File: config.mk
export PLATFORM = sky130hd
export DESIGN_NAME = hra_div
export DESIGN_NICKNAME = d
export VERILOG_FILES = /design/src/hra_pkg.sv /design/src/hra_div.sv
export SDC_FILE = /design/constraint.sdc
export NUM_CORES = 1
export LEC_CHECK = 0
export ABC_AREA = 1
export BUFFER_PORTS_ARGS = -buffer_cell sky130_fd_sc_hd__buf_4
export CAP_MARGIN = 0
export CORE_MARGIN = 2
export CORE_UTILIZATION = 40
export DETAILED_ROUTE_END_ITERATION = 10
export SYNTH_ARGS = -nofsm -noshare
export SYNTH_HDL_FRONTEND = slang
export SYNTH_SLANG_ARGS = --single-unit
File: constraint.sdc
create_clock -name clk -period 2.7 [get_ports clk]
set_input_delay 0.54 -clock clk [delete_from_list [all_inputs] [get_ports clk]]
set_output_delay 0.54 -clock clk [all_outputs]
set_load 0.05 [all_outputs]
File: src/hra_pkg.sv
// Package for the histogram with running average block.
// Holds sizes, payload word types and the sequencer state type; no dependencies.
package hra_pkg;

  localparam int NUM_BINS = 128;
  localparam int BIN_W    = $clog2(NUM_BINS);
  localparam int DIVD_W   = 48;
  localparam int DIVR_W   = 16;
  localparam int DCNT_W   = $clog2(DIVD_W);

  // Commands
  localparam logic [1:0] CMD_ADD  = 2'd0;
  localparam logic [1:0] CMD_FOLD = 2'd1;
  localparam logic [1:0] CMD_READ = 2'd2;

  // Configuration register indexes
  localparam logic [1:0] REG_MIN   = 2'd0;
  localparam logic [1:0] REG_SCALE = 2'd1;
  localparam logic [1:0] REG_BINS  = 2'd2;

  localparam logic [31:0] MIN_RST   = 32'hFFFD_0000;
  localparam logic [31:0] SCALE_RST = 32'd1092267;
  localparam logic [7:0]  BINS_RST  = 8'd100;

  typedef struct packed {
    logic [1:0]         command;
    logic signed [31:0] sample;
    logic [6:0]         bin_select;
  } in_word_t;

  typedef struct packed {
    logic [6:0]  bin_index;
    logic        in_range;
    logic [15:0] bin_count;
    logic [31:0] bin_average;
    logic [15:0] run_number;
  } out_word_t;

  typedef enum logic [3:0] {
    ST_IDLE, ST_MUL, ST_LOOK, ST_RMW, ST_RD, ST_RDQ,
    ST_FRD, ST_FMUL, ST_FACC, ST_FDIV, ST_FWR, ST_OUT
  } state_t;

endpackage

File: src/hra_div.sv
// Bit-serial restoring divider, one quotient bit a cycle.
// Depends on hra_pkg for operand widths.
module hra_div (
  input  logic                      clk,
  input  logic                      rst_n,
  input  logic                      start,
  input  logic [hra_pkg::DIVD_W-1:0] dividend,
  input  logic [hra_pkg::DIVR_W-1:0] divisor,
  output logic                      done,
  output logic [hra_pkg::DIVD_W-1:0] quotient
);
  import hra_pkg::*;

  logic [DIVR_W-1:0] rem_r, rem_nxt;
  logic [DIVD_W-1:0] quo_r, quo_nxt;
  logic [DIVR_W-1:0] div_r;
  logic [DCNT_W-1:0] cnt_r, cnt_nxt;
  logic              busy_r, busy_nxt, done_r, done_nxt;
  logic [DIVR_W:0]   sh;

  // Load on start, else one shift-and-subtract step while busy
  always_comb begin
    sh       = {rem_r, quo_r[DIVD_W-1]};
    rem_nxt  = rem_r;
    quo_nxt  = quo_r;
    cnt_nxt  = cnt_r;
    busy_nxt = busy_r;
    done_nxt = 1'b0;
    if (start) begin
      rem_nxt  = '0;
      quo_nxt  = dividend;
      cnt_nxt  = '0;
      busy_nxt = 1'b1;
    end else if (busy_r) begin
      if (sh >= {1'b0, div_r}) begin
        rem_nxt = DIVR_W'(sh - {1'b0, div_r});
        quo_nxt = {quo_r[DIVD_W-2:0], 1'b1};
      end else begin
        rem_nxt = sh[DIVR_W-1:0];
        quo_nxt = {quo_r[DIVD_W-2:0], 1'b0};
      end
      cnt_nxt = cnt_r + 1'b1;
      if (cnt_r == DCNT_W'(DIVD_W-1)) begin
        busy_nxt = 1'b0;
        done_nxt = 1'b1;
      end
    end
  end

  always_ff @(posedge clk) begin
    if (!rst_n) begin
      busy_r <= 1'b0;
      done_r <= 1'b0;
      cnt_r  <= '0;
    end else begin
      busy_r <= busy_nxt;
      done_r <= done_nxt;
      cnt_r  <= cnt_nxt;
    end
    rem_r <= rem_nxt;
    quo_r <= quo_nxt;
    if (start) div_r <= divisor;
  end

  assign done     = done_r;
  assign quotient = quo_r;

endmodule

==> impl_metrics.yaml, run 1 <==
detailed_routing:
  finalWirelength_um: 11800
  dr.pass1.iters: 5
  detail-route-antenna-nets: 0
  via_count: 4118
  wl_per_cell_um: 13.8
  remaining_drc_errors: 0
  drtIter0Drc: 148
  vias_per_cell: 4.84
clock_network:
  clock_latency_ps: 340
  cts.sinks: 88
  cts_tree: "yes"
  cts_buffers: 9
  holdBufCountCts: 0
  cts_root_buf: "clkbuf_16"
  cts-resized-gates: 0
  clockBufferDepth: 2
  cts_setup_buffers: 0
  cts.clk_slew.worst_paths_ps: 60
  h-tree-depth: 3
synthesis:
  synth-edff-count: 64
  yosysTopAreaCell: "edfxtp_1"
  synthDistinctLibCells: 37
  synth_top_flop_cell: "edfxtp_1"
  synthTopCellsByArea: "edfxtp_1, nand2_1, dfxtp_1, inv_1, ha_1"
  seq_area_frac_synth: 0.499
  ys_ff_latch: 88
  synth_top_area_share: 0.400
  syn_avg_cell_area_um2: 8.22
  ys.warnings.count: 0
  netlist_area_mm2: 0.00481
  synth_fp_nets: 670
  syn_inst: 585
  synthArstFlopShare: 0
floorplan:
  fp.dieW_um: 114
  num_io_pins: 116
  die-area_mm2: 0.0129
  rows: 40
  die_h_um: 114
  core_mm2: 0.0119
  start_util: 0.405
finish:
  diodes: 0
  stdcell_area_mm2: 0.00607
  final_common_cell: "nand2_1"
  multi_input_area_mm2: 0.00205
  fill_cells: 1152
  syn2layout_area_growth_pct: 26.2
  fin_nets: 784
  final_cell_mix: "nand2_1, buf_4, edfxtp_1"
  drive_above_1_share: 0.236
  final-seq-area_mm2: 0.00240
sta:
  slew_viol_final: 0
  setup_tns_ps: 0
  fmax_ghz: 0.480
  skew_ps: 6.50
  hold_viol_final: 0
  max_slew.worst_pin.slew_ps: 1210
  setup_viol: 0
  period_share: 0.772
  rsz0062_at_grt: "no"
  finalCriticalPeriod_ps: 2080
  timing.slew.headroom: 0.188
global_route:
  grt_pass1_wl_um: 19700
  grt_util_all_layers: 0.194
  grt_max_degree: 46
  grt_pass1_vias: 4204
  gr-total-overflow: 0
  antenna_found_initial: 0
worst_setup_path:
  path_buf_inv: 1
  cpMaxStageDelayCell: "fa_1"
  end_kind: "flip-flop"
  cp_data_arrival_time_ps: 2320
  crit_required_ps: 2930
  cp-start-kind: "flip-flop"
  critPathMaxStageDelay_ps: 440
  path_max_fanout: 3
  path_cells: "inv_1 -> ha_1 -> fa_1 -> o21bai_1 -> nand2_1 -> nand3_1 -> nand2_1 -> nand2_1 -> nand2_1 -> nand3_1 -> nand2_1"
  path_delay_family: "adder cells"
  cp_common_cell: "nand2_1"
  critPathKind: "reg -> reg"
place:
  dpl-instance-area_mm2: 0.00581
  dp_hpwl_um: 8640
  place.gp.congestion: 0.877
  io_buffers: 115
status:
  status: "complete, no violations"
pwr:
  power_density_mw_per_mm2: 577
  p_leak_nw: 3.14
  peakVddDrop_uv: 413
hold_path:
  hold_path.class: "in -> reg"
run:
  drv.max_cap_violation_count: 0
==> flip-flops by register name, indices dropped and copies added, names as in the netlist <==
| signal | count |
|---|---|
| quotient | 48 |
| div_r | 16 |
| rem_r | 16 |
| cnt_r | 6 |
| busy_r | 1 |
| done | 1 |
==> synth_stat cells (2+ instances only) <==
| cell | instances |
|---|---|
| inv_2 | 4 |
| edfxtp_1 | 64 |
| buf_2 | 2 |
| nor3_1 | 8 |
| buf_6 | 2 |
| nor3b_1 | 2 |
| nand2_2 | 16 |
| nand3b_1 | 17 |
| ha_1 | 17 |
| inv_1 | 64 |
| nand3_1 | 27 |
| nand4_1 | 4 |
| a31oi_1 | 3 |
| dfxtp_1 | 24 |
| nor2_1 | 10 |
| buf_1 | 2 |
| xnor2_1 | 5 |
| a21oi_1 | 11 |
| nand2_4 | 2 |
| nor2_2 | 3 |
| nand2_1 | 272 |
| nand3_2 | 2 |
| o21ai_0 | 2 |
| clkbuf_1 | 9 |
==> per-layer routing <==
metal / routed length [um] / up-vias / global-route usage
met4: 304 / 0 / 0.0943
met2: 5250 / 129 / 0.311
met3: 939 / 23 / 0.0691
met5: 0 / - / 0
met1: 5270 / 1879 / 0.231
li1: - / 2087 / -
==> layout make-up <==
type | count | area share
flip-flops and latches | 88 | 0.396
multi-input cells | 412 | 0.338
repair buffers | 120 | 0.150
inverters | 68 | 0.0421
clock buffers | 14 | 0.0418
well taps | 147 | 0.0303
clock inverters | 2 | 0.00165
==> report_power, final <==
part / internal (W) / switching, W / leakage (nW)
Sequential: 0.00157 / 0.0000560 / 0.843
Combinational: 0.000241 / 0.000498 / 2.17
Clock: 0.000647 / 0.000489 / 0.131
==> kinds of logic (layout without fill, tap and decap cells) <==
kind of cell               after synthesis  in the layout  share of synthesized area
AOI/OAI and AO/OA                       21             21                     0.0273
xor gates and xnor gates                 6              6                     0.0109
and+or+nand+nor                        367            367                      0.340
buffers and inverters                   85            204                     0.0741
adders and majority gates               18             18                     0.0484
DFF                                     88             88                      0.499
==> path summary, 6_finish.rpt <==
check | start | end | slack, ps | depth (start not counted)
max | quotient[47] | rem_r[12] | 620 | 11
min reg2reg | rem_r[8] | rem_r[8] | 470 | 2
max reg2reg | quotient[47] | rem_r[12] | 620 | 11
min | divisor[9] | div_r[9] | 370 | 1
==> per-stage QoR <==
step	utilization	total power (W)	cells	setup slack, ps	hold WS (ps)
5_1_grt	0.512	0.00366	851	477	360
3_5_place_dp	0.489	0.00240	835	599	460
2_1_floorplan	-	0.00213	585	482	439
3_3_place_gp	0.489	0.00239	835	649	453
6_report	0.512	0.00350	851	616	371
4_1_cts	0.512	0.00354	851	628	361
No activity file was read; power rests on OpenSTA's default activity.
==> inputs of run 2 (changes only) <==
--- a/config.mk
+++ b/config.mk
@@ -5,12 +5,13 @@
 export SDC_FILE = /design/constraint.sdc
 export NUM_CORES = 1
 export LEC_CHECK = 0
-export ABC_AREA = 1
+export ABC_AREA = 0
 export BUFFER_PORTS_ARGS = -buffer_cell sky130_fd_sc_hd__buf_4
 export CAP_MARGIN = 0
 export CORE_MARGIN = 2
 export CORE_UTILIZATION = 40
 export DETAILED_ROUTE_END_ITERATION = 10
+export PLACE_DENSITY = 0.66
 export SYNTH_ARGS = -nofsm -noshare
 export SYNTH_HDL_FRONTEND = slang
 export SYNTH_SLANG_ARGS = --single-unit
==> constraint.sdc (replaced) <==
create_clock -name clk -period 1.9 [get_ports clk]
set_input_delay 0.38 -clock clk [delete_from_list [all_inputs] [get_ports clk]]
set_output_delay 0.38 -clock clk [all_outputs]
set_load 0.05 [all_outputs]
==> impl_metrics.yaml, run 2 <==
synthesis:
  synthTopCellsByArea: "edfxtp_1, mux2_2, dfxtp_1, ha_1, nand2_1"
  synthArstFlopShare: 0
  ys.warnings.count: 0
  yosysTopAreaCell: "edfxtp_1"
  synth_commonest_cells: "edfxtp_1, mux2_2, nand2_1, nor2_1, dfxtp_1"
  synth.most_common_cell: "edfxtp_1"
  ys_ff_latch: 88
  syn_inst: 383
  netlist_area_mm2: 0.00446
  synth_fp_nets: 468
  seq_area_frac_synth: 0.538
  synth_top_flop_cell: "edfxtp_1"
  synth-edff-count: 64
  synth_top_area_share: 0.430
  syn_avg_cell_area_um2: 11.7
  synthDistinctLibCells: 54
finish:
  stdcell_area_mm2: 0.00647
  diodes: 0
  multi_input_area_mm2: 0.00215
  final_cell_mix: "buf_4, edfxtp_1, mux2_2"
  largest_reg_flops: 48
  final_common_cell: "buf_4"
  drive_above_1_share: 0.527
  fill_cells: 889
  fin_nets: 646
  final-seq-area_mm2: 0.00240
  syn2layout_area_growth_pct: 44.9
detailed_routing:
  detail-route-antenna-nets: 0
  drtIter0Drc: 233
  remaining_drc_errors: 0
  via_count: 3609
  wl_per_cell_um: 15.7
  vias_per_cell: 5.11
  dr.pass1.iters: 4
  finalWirelength_um: 11100
sta:
  period_share: 1.17
  skew_ps: 10.5
  finalCriticalPeriod_ps: 2230
  max_slew.worst_pin.slew_ps: 425
  setup_viol: 17
  setup_ws_ps: -329
  setup_tns_ps: -3320
  rsz0062_at_grt: "yes"
  slew_viol_final: 0
  timing.slew.headroom: 0.716
  hold_viol_final: 0
  fmax_ghz: 0.449
place:
  place.gp.congestion: 0.893
  io_buffers: 115
  dpl-instance-area_mm2: 0.00598
  dp_hpwl_um: 8000
pwr:
  peakVddDrop_uv: 858
  p_leak_nw: 2.71
  power_density_mw_per_mm2: 831
floorplan:
  start_util: 0.410
  core_mm2: 0.0109
  die-area_mm2: 0.0120
  fp.dieW_um: 110
  die_h_um: 110
  rows: 38
  num_io_pins: 116
worst_setup_path:
  cpMaxStageDelayCell: "edfxtp_1"
  end_kind: "flip-flop"
  path_buf_inv: 3
  path_cells: "inv_2 -> ha_4 -> a21o_1 -> a211oi_2 -> buf_4 -> and2_4 -> a41o_1 -> buf_4 -> mux2_4 -> a211oi_2"
  r2r_slack_ps: -330
  crit_required_ps: 2200
  critPathMaxStageDelay_ps: 400
  cp_data_arrival_time_ps: 2530
  path_delay_family: "compound AO/OA/AOI/OAI gates"
  cp-start-kind: "flip-flop"
  critPathKind: "reg -> reg"
  path_max_fanout: 3
status:
  violations: "negative setup slack"
  status: "finished with violations"
clock_network:
  cts_root_buf: "clkbuf_8"
  h-tree-depth: 3
  cts_buffers: 9
  holdBufCountCts: 0
  cts.sinks: 88
  clock_latency_ps: 380
  cts.clk_slew.worst_paths_ps: 90
  cts_tree: "yes"
  clockBufferDepth: 2
global_route:
  grt_pass1_vias: 3750
  grt_max_degree: 39
  antenna_found_initial: 0
  gr-total-overflow: 0
  grt_util_all_layers: 0.194
  grt_pass1_wl_um: 17700
hold_path:
  hold_path.class: "in -> reg"
run:
  drv.max_cap_violation_count: 0
-- run 2: cell types whose count changed after synthesis, moves of 7 or more --
cell / before / now
and3_1: 0 / 7
nor2_1: 10 / 30
a21oi_1: 11 / 19
a311oi_1: 0 / 7
nand2_2: 16 / 1
mux2_2: 0 / 48
nand3b_1: 17 / 0
nand3_1: 27 / 3
inv_1: 64 / 23
nor3_1: 8 / 1
o21ai_0: 2 / 12
nand2_1: 272 / 34
-- run 2: layer usage --
metal | wire, um | part of all wire | track usage
met1 | 4750 | 0.43 | 0.238
met2 | 5500 | 0.50 | 0.321
met3 | 651 | 0.059 | 0.0611
met4 | 189 | 0.017 | 0.0705
met5 | 0 | 0 | 0
-- run 2: worst paths after layout --
kind | from | end | cells after the start
setup / recovery | div_r[14] | rem_r[0] | 10
hold reg to reg | cnt_r[5] | cnt_r[5] | 2
setup reg to reg | div_r[14] | rem_r[0] | 10
hold / removal | divisor[0] | div_r[0] | 1
-- run 2: kinds of logic (layout without fill, tap and decap cells) --
group                    count (synthesis)  in the layout  share of synthesized area
XOR/XNOR                                13             13                     0.0255
adder cells (fa/ha/maj)                 18             18                     0.0521
AO/OA/AOI/OAI                           78             78                      0.124
AND/OR/NAND/NOR                         94             94                     0.0956
buffers and inverters                   42            225                     0.0390
multiplexers                            50             50                      0.126
flip-flops                              88             88                      0.538
-- run 2: layout make-up --
class | count | area share
inverter | 23 | 0.0133
clock buffer | 9 | 0.0191
clock inverter | 7 | 0.0124
timing repair buffer | 186 | 0.224
sequential | 88 | 0.371
tap | 140 | 0.0271
multi-input combinational | 253 | 0.333
-- run 2: worst register-to-register path, cell delays in order, from the launching register on --
cell and delay, ps:
edfxtp_1 400, inv_2 80, ha_4 190, a21o_1 160
a211oi_2 230, buf_4 160, and2_4 130, a41o_1 160
buf_4 140, mux2_4 290, a211oi_2 200
-- run 2: repair_timing --
| action | in CTS | in global routing |
|---|---|---|
| pin swaps | 9 | 12 |
| buffers inserted | 5 | 1 |
| resized for setup | 25 | 27 |
| endpoints found under the setup margin | 17 | 17 |
-- run 2: report_power, final --
part	total (W)	internal, W	switching [W]
sequential	0.00235	0.00226	0.0000913
clock	0.00135	0.000623	0.000725
combinational	0.00168	0.000726	0.000952
total	0.00538	0.00361	0.00177
-- run 2: metrics by stage --
step / power, W / instances / utilization / worst slack, ps / hold WS, ps
after floorplan: 0.00334 / 383 / - / -452 / 454
after global placement: 0.00391 / 684 / 0.549 / -331 / 465
after detailed placement: 0.00394 / 684 / 0.549 / -359 / 476
after CTS: 0.00536 / 705 / 0.583 / -315 / 146
after global routing: 0.00563 / 706 / 0.594 / -438 / 148
final: 0.00538 / 706 / 0.594 / -329 / 173
==> inputs of run 3 (changes only) <==
--- a/config.mk
+++ b/config.mk
@@ -12,6 +12,7 @@
 export CORE_UTILIZATION = 40
 export DETAILED_ROUTE_END_ITERATION = 10
 export PLACE_DENSITY = 0.66
+export REMOVE_ABC_BUFFERS = 1
 export SYNTH_ARGS = -nofsm -noshare
 export SYNTH_HDL_FRONTEND = slang
 export SYNTH_SLANG_ARGS = --single-unit
==> impl_metrics.yaml, run 3 (synthesis gave the netlist of run 2 again) <==
place:
  place.gp.congestion: 0.905
  dp_hpwl_um: 7760
  pre_cts_slack_ps: -446
  io_buffers: 115
finish:
  largest_reg_flops: 48
  fin_nets: 656
  diodes: 0
  final_util: 0.602
  syn2layout_area_growth_pct: 46.8
  fill_cells: 867
  final_common_cell: "buf_4"
  final_cell_mix: "buf_4, edfxtp_1, mux2_2"
  drive_above_1_share: 0.535
  final-seq-area_mm2: 0.00240
  multi_input_area_mm2: 0.00218
sta:
  period_share: 1.18
  timing.slew.headroom: 0.713
  setup_viol: 17
  slew_viol_final: 0
  hold_viol_final: 0
  rsz0062_at_grt: "yes"
  fmax_ghz: 0.446
  max_slew.worst_pin.slew_ps: 431
  finalCriticalPeriod_ps: 2240
  setup_ws_ps: -342
  skew_ps: 13.5
worst_setup_path:
  path_max_fanout: 3
  cpMaxStageDelayCell: "edfxtp_1"
  critPathMaxStageDelay_ps: 420
  crit_required_ps: 2190
  end_kind: "flip-flop"
  path_buf_inv: 2
  r2r_slack_ps: -340
  cp_data_arrival_time_ps: 2530
  path_delay_family: "compound AO/OA/AOI/OAI gates"
  critPathKind: "reg -> reg"
  path_cells: "inv_2 -> ha_4 -> fa_2 -> nand2b_4 -> a21oi_4 -> buf_6 -> o31a_1 -> o32a_1 -> xnor2_1 -> o31ai_1"
  cp-start-kind: "flip-flop"
pwr:
  p_leak_nw: 2.75
  power_density_mw_per_mm2: 812
  peakVddDrop_uv: 678
floorplan:
  num_io_pins: 116
  die-area_mm2: 0.0120
  fp.dieW_um: 110
  rows: 38
  core_mm2: 0.0109
  start_util: 0.410
  die_h_um: 110
clock_network:
  clock_latency_ps: 380
  h-tree-depth: 3
  holdBufCountCts: 0
  cts.sinks: 88
  cts_tree: "yes"
  clockBufferDepth: 2
  cts_buffers: 9
  cts.clk_slew.worst_paths_ps: 100
  cts_root_buf: "clkbuf_8"
detailed_routing:
  vias_per_cell: 5.15
  dr.pass1.iters: 4
  detail-route-antenna-nets: 0
  finalWirelength_um: 11500
  remaining_drc_errors: 0
  wl_per_cell_um: 16.0
  via_count: 3684
  drtIter0Drc: 139
global_route:
  grt_pass1_vias: 3841
  gr-total-overflow: 0
  grt_util_all_layers: 0.200
  grt_pass1_wl_um: 18400
  grt_max_degree: 59
  antenna_found_initial: 0
hold_path:
  hold_path.class: "in -> reg"
status:
  status: "finished with violations"
  violations: "negative setup slack"
run:
  drv.max_cap_violation_count: 0
run 3: cell types whose count changed in the layout (fill, tap and decap cells not counted), moves of 2 or more:
cell      before  now
buf_4        177  187
nand2_1       27   29
nand2_2        7    5
a311oi_2       4    2
a311oi_1       3    5
a21oi_4        1    3
nor2_2         2    4
run 3: layout make-up:
type	instances	share of cell area
Tap cell	140	0.0267
Clock buffer	11	0.0216
Multi-Input combinational cell	253	0.333
Timing Repair Buffer	196	0.233
Inverter	23	0.0132
Sequential cell	88	0.367
Clock inverter	5	0.00592
run 3: repair_timing:
action                                  CTS  global route
gates resized for setup                  43            27
cloned                                    1             0
pin swaps                                21            12
setup buffers                             6             8
endpoints found under the setup margin   17            17
run 3: report_power, final:
group | internal (W) | total, W | switching, W
Combinational | 0.000755 | 0.00172 | 0.000963
Sequential | 0.00226 | 0.00235 | 0.0000946
Clock | 0.000521 | 0.00125 | 0.000726
Total | 0.00353 | 0.00532 | 0.00178
run 3: metrics by stage:
stage	instances	power (W)	area (um2)	hold WS, ps	TNS, ps
after floorplan	364	0.00328	4380	445	-45960
after global placement	688	0.00389	5960	468	-4940
after detailed placement	688	0.00392	5960	488	-5550
after CTS	711	0.00527	6390	153	-3180
after global routing	716	0.00558	6550	146	-5580
final	716	0.00532	6550	173	-3710
run 3: worst paths after layout:
kind / start / endpoint / cells past startpoint
setup reg to reg: quotient[47] / rem_r[14] / 10
hold / removal: divisor[2] / div_r[2] / 1
hold reg to reg: cnt_r[5] / cnt_r[5] / 2
setup / recovery: quotient[47] / rem_r[14] / 10
run 3: metal layers:
layer  vias to the layer above  GRT usage  wire length, um
li1                       1796          -                -
met1                      1745      0.247             4770
met2                       125      0.319             5580
met3                        18     0.0759              903
met4                         0     0.0741              201
met5                         -          0                0
